**src/hw/rtl/rc4_stream_cipher_assert.svh**
```systemverilog
// Assertion macros shared by the RC4 cipher modules.
// Expects aclk and aresetn in the scope of the including module.
`ifndef RC4_STREAM_CIPHER_ASSERT_SVH
`define RC4_STREAM_CIPHER_ASSERT_SVH

// Same-cycle implication, checked outside reset.
`define RC4_ASSERT_IMP(name, ante, cons, msg) \
    name: assert property (@(posedge aclk) disable iff (!aresetn) (ante) |-> (cons)) \
        else $error(msg);

// Next-cycle implication, checked outside reset.
`define RC4_ASSERT_NXT(name, ante, cons, msg) \
    name: assert property (@(posedge aclk) disable iff (!aresetn) (ante) |=> (cons)) \
        else $error(msg);

`endif

```
**src/hw/rtl/rc4_pkg.sv**
```systemverilog
// Shared types, microcode encoding and control ROM for the RC4 cipher.
// No dependencies; used by rc4_seq, rc4_dp and rc4_stream_cipher.
package rc4_pkg;

    localparam int MAX_KEY_BYTES_DEF = 256;
    localparam int KEY_CNT_W         = 9;

    typedef struct packed {
        logic       func;
        logic [7:0] byte_in;
        logic       key_last;
    } rc4_in_t;

    typedef struct packed {
        logic [7:0] byte_out;
        logic       not_keyed;
    } rc4_out_t;

    localparam logic FUNC_KEY  = 1'b0;
    localparam logic FUNC_DATA = 1'b1;

    // Microprogram step addresses
    typedef enum logic [3:0] {
        U_IDLE, U_P1, U_P2, U_P3, U_P4, U_P5, U_PASS,
        U_K0, U_K1, U_K2, U_K3, U_K4, U_K5
    } upc_t;

    typedef enum logic [2:0] {
        J_NEXT, J_GOTO, J_DISPATCH, J_LOOP, J_WAIT_OUT
    } jmp_t;

    // S-box address select
    typedef enum logic [2:0] {
        SA_I_PLUS1, SA_J_PLUS_RD, SA_I, SA_J, SA_SUM, SA_N, SA_ACC_NEW, SA_ACC
    } saddr_t;

    // S-box write data select
    typedef enum logic [1:0] {
        WD_RD, WD_SI, WD_N
    } wdata_t;

    typedef struct packed {
        jmp_t   jmp;
        upc_t   target;
        saddr_t sa;
        logic   s_re;
        logic   s_we;
        wdata_t wd;
        logic   ld_j;
        logic   ld_si;
        logic   ld_sj;
        logic   ld_acc;
        logic   clr_acc;
        logic   inc_n;
        logic   clr_ki;
        logic   adv_ki;
        logic   out_xor;
        logic   out_pass;
        logic   fin;
    } ucode_t;

    // Sequencer to datapath
    typedef struct packed {
        ucode_t mc;
        logic   take;
    } dp_ctl_t;

    // Datapath to sequencer
    typedef struct packed {
        logic s_valid;
        logic func;
        logic key_last;
        logic keyed;
        logic n_last;
        logic out_free;
    } seq_cond_t;

    function automatic ucode_t ucode_rom(input upc_t addr);
        ucode_t w;
        w        = '0;
        w.jmp    = J_NEXT;
        w.target = U_IDLE;
        w.sa     = SA_I;
        w.wd     = WD_RD;
        case (addr)
            U_IDLE: begin
                // speculative read of S[i+1] for the next data byte
                w.jmp  = J_DISPATCH;
                w.sa   = SA_I_PLUS1;
                w.s_re = 1'b1;
            end
            U_P1: begin
                w.sa    = SA_J_PLUS_RD;
                w.s_re  = 1'b1;
                w.ld_j  = 1'b1;
                w.ld_si = 1'b1;
            end
            U_P2: begin
                w.sa    = SA_I;
                w.s_we  = 1'b1;
                w.wd    = WD_RD;
                w.ld_sj = 1'b1;
            end
            U_P3: begin
                w.sa   = SA_J;
                w.s_we = 1'b1;
                w.wd   = WD_SI;
            end
            U_P4: begin
                w.sa   = SA_SUM;
                w.s_re = 1'b1;
            end
            U_P5: begin
                w.jmp     = J_WAIT_OUT;
                w.target  = U_IDLE;
                w.out_xor = 1'b1;
            end
            U_PASS: begin
                w.jmp      = J_WAIT_OUT;
                w.target   = U_IDLE;
                w.out_pass = 1'b1;
            end
            U_K0: begin
                // identity fill
                w.jmp     = J_LOOP;
                w.target  = U_K0;
                w.sa      = SA_N;
                w.s_we    = 1'b1;
                w.wd      = WD_N;
                w.inc_n   = 1'b1;
                w.clr_acc = 1'b1;
                w.clr_ki  = 1'b1;
            end
            U_K1: begin
                w.sa   = SA_N;
                w.s_re = 1'b1;
            end
            U_K2: begin
                w.sa     = SA_ACC_NEW;
                w.s_re   = 1'b1;
                w.ld_acc = 1'b1;
                w.ld_si  = 1'b1;
            end
            U_K3: begin
                w.sa   = SA_N;
                w.s_we = 1'b1;
                w.wd   = WD_RD;
            end
            U_K4: begin
                w.jmp    = J_LOOP;
                w.target = U_K1;
                w.sa     = SA_ACC;
                w.s_we   = 1'b1;
                w.wd     = WD_SI;
                w.inc_n  = 1'b1;
                w.adv_ki = 1'b1;
            end
            U_K5: begin
                w.jmp    = J_GOTO;
                w.target = U_IDLE;
                w.fin    = 1'b1;
            end
            default: begin
                w.jmp    = J_GOTO;
                w.target = U_IDLE;
            end
        endcase
        return w;
    endfunction

endpackage

```
**src/hw/rtl/rc4_seq.sv**
```systemverilog
// Microcode sequencer: step counter, control ROM lookup and jump logic.
// Depends on rc4_pkg and rc4_stream_cipher_assert.svh.
module rc4_seq (
    input  logic               aclk,
    input  logic               aresetn,
    input  rc4_pkg::seq_cond_t cond,
    output rc4_pkg::dp_ctl_t   ctl,
    output logic               s_ready
);
    import rc4_pkg::*;

    upc_t   upc_reg;
    upc_t   upc_next;
    upc_t   upc_inc;
    ucode_t mc;

    assign mc      = ucode_rom(upc_reg);
    assign upc_inc = upc_t'(upc_reg + 4'd1);
    assign s_ready = (mc.jmp == J_DISPATCH);

    always_comb begin
        ctl.mc   = mc;
        ctl.take = s_ready && cond.s_valid;
        upc_next = upc_reg;
        case (mc.jmp)
            J_NEXT: begin
                upc_next = upc_inc;
            end
            J_GOTO: begin
                upc_next = mc.target;
            end
            J_LOOP: begin
                upc_next = cond.n_last ? upc_inc : mc.target;
            end
            J_WAIT_OUT: begin
                // hold until the output register can take the result
                upc_next = cond.out_free ? mc.target : upc_reg;
            end
            J_DISPATCH: begin
                if (cond.s_valid) begin
                    if (cond.func == FUNC_KEY) begin
                        upc_next = cond.key_last ? U_K0 : U_IDLE;
                    end else begin
                        upc_next = cond.keyed ? U_P1 : U_PASS;
                    end
                end
            end
            default: begin
                upc_next = U_IDLE;
            end
        endcase
    end

    always_ff @(posedge aclk) begin
        if (!aresetn) begin
            upc_reg <= U_IDLE;
        end else begin
            upc_reg <= upc_next;
        end
    end

`include "rc4_stream_cipher_assert.svh"

    `RC4_ASSERT_NXT(a_key_last_starts_sched, ctl.take && !cond.func && cond.key_last, upc_reg == U_K0, "last key byte did not start schedule")
    `RC4_ASSERT_NXT(a_keyed_data_runs_prga, ctl.take && cond.func && cond.keyed, upc_reg == U_P1, "keyed data byte did not enter keystream step")
    `RC4_ASSERT_NXT(a_mix_loop_exit, upc_reg == U_K4 && cond.n_last, upc_reg == U_K5, "mix loop did not end after last entry")

endmodule

```
**src/hw/rtl/rc4_dp.sv**
```systemverilog
// Datapath: S-box and key memories, index registers and output register.
// Driven by rc4_seq control words; depends on rc4_pkg and the assert header.
module rc4_dp #(
    parameter int MAX_KEY_BYTES = rc4_pkg::MAX_KEY_BYTES_DEF
) (
    input  logic               aclk,
    input  logic               aresetn,
    input  logic               s_valid,
    input  rc4_pkg::rc4_in_t   s_data,
    output logic               m_valid,
    input  logic               m_ready,
    output rc4_pkg::rc4_out_t  m_data,
    input  rc4_pkg::dp_ctl_t   ctl,
    output rc4_pkg::seq_cond_t cond
);
    import rc4_pkg::*;

    localparam int KEY_AW = (MAX_KEY_BYTES > 1) ? $clog2(MAX_KEY_BYTES) : 1;

    logic [7:0] sbox_mem [256];
    logic [7:0] key_mem  [MAX_KEY_BYTES];

    logic [7:0] s_rd_reg;
    logic [7:0] k_rd_reg;
    logic [7:0] i_reg;
    logic [7:0] j_reg;
    logic [7:0] si_reg;
    logic [7:0] sj_reg;
    logic [7:0] acc_reg;
    logic [7:0] n_reg;
    logic [7:0] byte_reg;
    logic       keyed_reg;
    logic [KEY_AW-1:0]    ki_reg;
    logic [KEY_AW-1:0]    ki_next;
    logic [KEY_CNT_W-1:0] key_cnt_reg;
    logic [KEY_CNT_W-1:0] key_cnt_next;
    logic [KEY_CNT_W-1:0] len_reg;
    logic [KEY_CNT_W-1:0] ki_inc;
    logic       m_valid_reg;
    rc4_out_t   m_data_reg;

    logic [7:0] s_addr;
    logic [7:0] s_wd;
    logic [7:0] j_new;
    logic [7:0] acc_new;
    logic       key_store;
    logic       out_load;
    logic       out_free;

    assign out_free  = !m_valid_reg || m_ready;
    assign out_load  = (ctl.mc.out_xor || ctl.mc.out_pass) && out_free;
    assign j_new     = j_reg + s_rd_reg;
    assign acc_new   = acc_reg + s_rd_reg + k_rd_reg;
    assign key_store = ctl.take && (s_data.func == FUNC_KEY)
                       && (key_cnt_reg < KEY_CNT_W'(MAX_KEY_BYTES));
    assign ki_inc    = KEY_CNT_W'(ki_reg) + KEY_CNT_W'(1);
    assign ki_next   = (ki_inc >= len_reg) ? '0 : ki_inc[KEY_AW-1:0];
    assign key_cnt_next = key_store ? key_cnt_reg + KEY_CNT_W'(1) : key_cnt_reg;

    always_comb begin
        case (ctl.mc.sa)
            SA_I_PLUS1:   s_addr = i_reg + 8'd1;
            SA_J_PLUS_RD: s_addr = j_new;
            SA_I:         s_addr = i_reg;
            SA_J:         s_addr = j_reg;
            SA_SUM:       s_addr = si_reg + sj_reg;
            SA_N:         s_addr = n_reg;
            SA_ACC_NEW:   s_addr = acc_new;
            SA_ACC:       s_addr = acc_reg;
            default:      s_addr = i_reg;
        endcase
        case (ctl.mc.wd)
            WD_RD:   s_wd = s_rd_reg;
            WD_SI:   s_wd = si_reg;
            WD_N:    s_wd = n_reg;
            default: s_wd = s_rd_reg;
        endcase
    end

    // S-box: single port, registered read, read data holds when idle
    always_ff @(posedge aclk) begin
        if (ctl.mc.s_we) begin
            sbox_mem[s_addr] <= s_wd;
        end else if (ctl.mc.s_re) begin
            s_rd_reg <= sbox_mem[s_addr];
        end
    end

    // Key buffer: written on key bytes within capacity, otherwise read at the schedule index
    always_ff @(posedge aclk) begin
        if (key_store) begin
            key_mem[key_cnt_reg[KEY_AW-1:0]] <= s_data.byte_in;
        end else begin
            k_rd_reg <= key_mem[ki_reg];
        end
    end

    // Payload registers
    always_ff @(posedge aclk) begin
        if (ctl.take) begin
            byte_reg <= s_data.byte_in;
        end
        if (ctl.take && (s_data.func == FUNC_KEY) && s_data.key_last) begin
            len_reg <= key_cnt_next;
        end
        if (ctl.mc.ld_si) begin
            si_reg <= s_rd_reg;
        end
        if (ctl.mc.ld_sj) begin
            sj_reg <= s_rd_reg;
        end
        if (ctl.mc.clr_acc) begin
            acc_reg <= '0;
        end else if (ctl.mc.ld_acc) begin
            acc_reg <= acc_new;
        end
        if (ctl.mc.clr_ki) begin
            ki_reg <= '0;
        end else if (ctl.mc.adv_ki) begin
            ki_reg <= ki_next;
        end
        if (out_load) begin
            m_data_reg.byte_out  <= ctl.mc.out_xor ? (byte_reg ^ s_rd_reg) : byte_reg;
            m_data_reg.not_keyed <= ctl.mc.out_pass;
        end
    end

    // Control state
    always_ff @(posedge aclk) begin
        if (!aresetn) begin
            i_reg       <= '0;
            j_reg       <= '0;
            n_reg       <= '0;
            keyed_reg   <= 1'b0;
            key_cnt_reg <= '0;
            m_valid_reg <= 1'b0;
        end else begin
            if (ctl.mc.fin) begin
                i_reg <= '0;
                j_reg <= '0;
            end else begin
                if (ctl.take && (s_data.func == FUNC_DATA) && keyed_reg) begin
                    i_reg <= i_reg + 8'd1;
                end
                if (ctl.mc.ld_j) begin
                    j_reg <= j_new;
                end
            end
            if (ctl.mc.inc_n) begin
                n_reg <= n_reg + 8'd1;
            end
            if (ctl.mc.fin) begin
                keyed_reg <= 1'b1;
            end
            if (ctl.take && (s_data.func == FUNC_KEY)) begin
                key_cnt_reg <= s_data.key_last ? '0 : key_cnt_next;
            end
            if (out_load) begin
                m_valid_reg <= 1'b1;
            end else if (m_ready) begin
                m_valid_reg <= 1'b0;
            end
        end
    end

    assign m_valid = m_valid_reg;
    assign m_data  = m_data_reg;

    always_comb begin
        cond.s_valid  = s_valid;
        cond.func     = s_data.func;
        cond.key_last = s_data.key_last;
        cond.keyed    = keyed_reg;
        cond.n_last   = (n_reg == 8'hFF);
        cond.out_free = out_free;
    end

`include "rc4_stream_cipher_assert.svh"

    `RC4_ASSERT_NXT(a_keyed_sticky, keyed_reg, keyed_reg, "keyed flag dropped")
    `RC4_ASSERT_IMP(a_key_cnt_bound, 1'b1, key_cnt_reg <= KEY_CNT_W'(MAX_KEY_BYTES), "key count past buffer size")
    `RC4_ASSERT_IMP(a_out_from_ucode, $rose(m_valid_reg), $past(ctl.mc.out_xor || ctl.mc.out_pass), "result raised outside an output step")

endmodule

```
**src/hw/rtl/rc4_stream_cipher.sv**
```systemverilog
// RC4 byte stream cipher, top level: sequencer plus datapath.
// Depends on rc4_pkg, rc4_seq and rc4_dp.
//
// Send key bytes (func = 0) and flag the final one with key_last; up to
// MAX_KEY_BYTES are kept, extra bytes are dropped. The last key byte starts
// the key schedule of 256 identity fill steps, then four S-box accesses
// per entry over 256 entries, then one finish step; s_ready stays low
// meanwhile. Other key bytes are taken without leaving the idle step.
// A keyed data byte (func = 1) blocks new input until its steps are done;
// the single-port S-box makes the read of S[i], the read of S[j], the two
// swap writes and the read of S[S[i]+S[j]] go in turn before the output.
// A data byte before any key schedule comes back unchanged with not_keyed
// set. Results sit in an output register, so the next transaction is
// accepted while a result waits; the block stalls only when a second result
// is ready before the first has been taken. Key bytes give no result.
module rc4_stream_cipher #(
    parameter int MAX_KEY_BYTES = rc4_pkg::MAX_KEY_BYTES_DEF
) (
    input  logic              aclk,
    input  logic              aresetn,
    input  logic              s_valid,
    output logic              s_ready,
    input  rc4_pkg::rc4_in_t  s_data,
    output logic              m_valid,
    input  logic              m_ready,
    output rc4_pkg::rc4_out_t m_data
);
    import rc4_pkg::*;

    dp_ctl_t   ctl;
    seq_cond_t cond;

    rc4_seq u_seq (
        .aclk    (aclk),
        .aresetn (aresetn),
        .cond    (cond),
        .ctl     (ctl),
        .s_ready (s_ready)
    );

    rc4_dp #(
        .MAX_KEY_BYTES (MAX_KEY_BYTES)
    ) u_dp (
        .aclk    (aclk),
        .aresetn (aresetn),
        .s_valid (s_valid),
        .s_data  (s_data),
        .m_valid (m_valid),
        .m_ready (m_ready),
        .m_data  (m_data),
        .ctl     (ctl),
        .cond    (cond)
    );

endmodule

```
**config.mk**
```make
export PLATFORM = sky130hd
export DESIGN_NAME = rc4_stream_cipher
export DESIGN_NICKNAME = d
export VERILOG_FILES = /design/src/hw/rtl/rc4_pkg.sv /design/src/hw/rtl/rc4_seq.sv /design/src/hw/rtl/rc4_dp.sv /design/src/hw/rtl/rc4_stream_cipher.sv
export VERILOG_INCLUDE_DIRS = /design/src /design/src/hw/rtl
export SDC_FILE = /design/constraint.sdc
export NUM_CORES = 2
export LEC_CHECK = 0
export BUFFER_PORTS_ARGS = -buffer_cell sky130_fd_sc_hd__buf_2
export CORE_ASPECT_RATIO = 1.75
export CORE_MARGIN = 2
export CORE_UTILIZATION = 48
export CTS_BUF_LIST = sky130_fd_sc_hd__clkbuf_4 sky130_fd_sc_hd__clkbuf_8
export DETAILED_ROUTE_END_ITERATION = 8
export HOLD_SLACK_MARGIN = 0.08
export SETUP_SLACK_MARGIN = 0.05
export SLEW_MARGIN = 30
export SYNTH_ARGS = -nofsm -noshare
export SYNTH_HDL_FRONTEND = slang
export SYNTH_HIERARCHICAL = 1
export SYNTH_SLANG_ARGS = --single-unit
```
**constraint.sdc**
```tcl
create_clock -name aclk -period 39.5 [get_ports aclk]
set_input_delay 1.975 -clock aclk [delete_from_list [all_inputs] [get_ports aclk]]
set_output_delay 1.975 -clock aclk [all_outputs]
set_load 0.005 [all_outputs]
```
==> metrics.md <==
| Metric | Value |
|---|---|
| Clock sink count | 4,209 |
| # IOs | 25 |
| Cell leakage power | 57.1 nW |
| CP endpoint kind | register |
| Post-layout net count | 9,731 |
| Port Buffers | 24 |
| Htree depth | 6 |
| RD Place Congestion | 0.903 |
| Placed cells | 13,700 |
| MaxCap Viol Count | 0 |
| Tmin final | 8.55 ns |
| Synthesized Nets | 9,512 |
| Postcts setup bufs | 0 |
| Final Cycle Share | 21.7% |
| Design Power | 15.8 mW |
| Relative slew slack | 20.3% |
| Mapped Area | 167,000 µm² |
| Chip Width | 449 µm |
| Rows | 286 |
| Synth Instances | 9,446 |
| P per Cell Area | 86.2 nW/µm² |
| Initial DRC count | 8,357 |
| Die Footprint | 352,000 µm² |
| Clk_lat worst skew | 1.11 ns |
| Clk root buf | clkbuf_8 |
| Max-slew violations | 0 |
| DRT Pass-1 Iters | 7 |
| Synthesis-to-layout area growth | 10.4% |
| Initial Utilization | 48.1% |
| DP HPWL | 278,000 µm |
| Post-CTS Hold Buffers | 0 |
| CP Data Required Time | 40.46 ns |
| Drt drc | 0 |
| Critical path class | reg -> reg |
| CP max FO | 85 |
| Worst-Margin Slew | 1.20 ns |
| Layout cells sized above 1 | 20.1% |
| Initial antenna violation count | 12 |
| Crit path launch type | register |
| Max Freq | 117 MHz |
| TritonCTS clock tree | built |
| PostCTS Resize Cnt | 0 |
| Hold Crit Class | reg -> reg |
| Final hold viol count | 0 |
| Worst Skew | 0.0738 ns |
| Core Area | 346,000 µm² |
| Most common cell after layout, fill and taps aside | edfxtp_1 |
| Wire per inst | 30.5 µm |
| Vias in the first global route | 91,400 |
| Fin cells | 14,700 |
| Routed wire length | 450,000 µm |
| Die Height | 783 µm |
| Setup violators final | 0 |
| Clock transition at path regs | 0.07 ns |
| VDD IR max | 0.166 mV |
| CP arrival | 9.52 ns |
| Status | finished, final reports clean |
| CTS max path bufs | 4 |
| Mapped Avg Cell Area | 17.6 µm² |
| Largest net degree at the start of global routing | 198 |
| Gr ovfl total | 0 |
| First-pass GRT wire length | 647,000 µm |
| TritonCTS buffer count | 609 |
| Overall global routing resource usage | 25.2% |
| Antenna Nets Post-Route | 0 |
| RSZ-0062 raised after global routing | no |
| YS warnings | 6 |
| Most frequent cells in the layout | edfxtp_1 (4,154), nand2_1 (1,379), mux4_2 (804), clkbuf_8 (624), nor2_1 (575) |
| Setup TNS | 0 ns |
| Vias per cell | 6.01 |
| DR vias | 88,700 |
where the power goes:
part | switching, mW | leakage (nW) | internal, mW | total (mW)
registers | 0.0379 | 37.9 | 5.38 | 5.41
logic | 5.09 | 13.0 | 1.90 | 6.99
clock network | 1.66 | 6.17 | 1.78 | 3.43
total | 6.78 | 57.1 | 9.06 | 15.8
worst paths after layout:
check | start | endpoint | slack [ns] | cells past startpoint
setup / recovery | u_seq/upc_reg[1] | u_dp/s_rd_reg[2] | 30.95 | 20
hold / removal | u_dp/keyed_reg | u_dp/keyed_reg | 0.50 | 1
setup reg to reg | u_seq/upc_reg[1] | u_dp/s_rd_reg[2] | 30.95 | 20
hold reg to reg | u_dp/keyed_reg | u_dp/keyed_reg | 0.50 | 1
layer usage:
| metal | vias to the layer above | global-route usage (%) | routed length (µm) |
|---|---|---|---|
| met3 | 996 | 3.64 | 25100 |
| met1 | 46500 | 28.2 | 154000 |
| li1 | 37700 | - | - |
| met4 | 12 | 13.7 | 27100 |
| met2 | 3483 | 46.3 | 244000 |
| met5 | - | 0 | 89 |
cell type report:
class | count | area [µm²]
clock buffers | 783 | 9780
fillers | 27500 | 162000
flip-flops and latches | 4209 | 126000
diodes | 18 | 45.0
repair buffers | 199 | 1930
well taps | 4608 | 5770
inverters | 47 | 176
clock inverters | 283 | 1990
multi-input cells | 4599 | 38300
per-stage QoR:
stage	setup WS (ns)	hold WS, ns	instance area [µm²]	util (%)
finish	30.95	0.503	184000	53.1
global route	30.54	0.519	184000	53.1
CTS	30.68	0.513	183000	53.0
detailed placement	30.74	0.489	172000	49.6
global placement	30.58	0.489	172000	49.6
floorplan	25.62	0.443	167000	-
worst max-delay path, stage by stage (launching register included):
cell      delay, ns
dfxtp_1        0.36
inv_1          0.10
ha_1           0.35
nor2b_1        0.72
nor2_1         0.13
o21bai_2       0.59
nor2_1         0.22
a32o_1         0.30
o31ai_4        0.22
buf_4          0.44
buf_4          0.77
buf_4          0.87
buf_4          0.85
buf_6          0.62
nand2_1        0.12
a21oi_1        0.17
nor4_1         0.08
o22ai_1        0.48
o21bai_1       0.22
o211ai_1       0.32
or4_1          0.20
(Power assumes the default switching activity.)
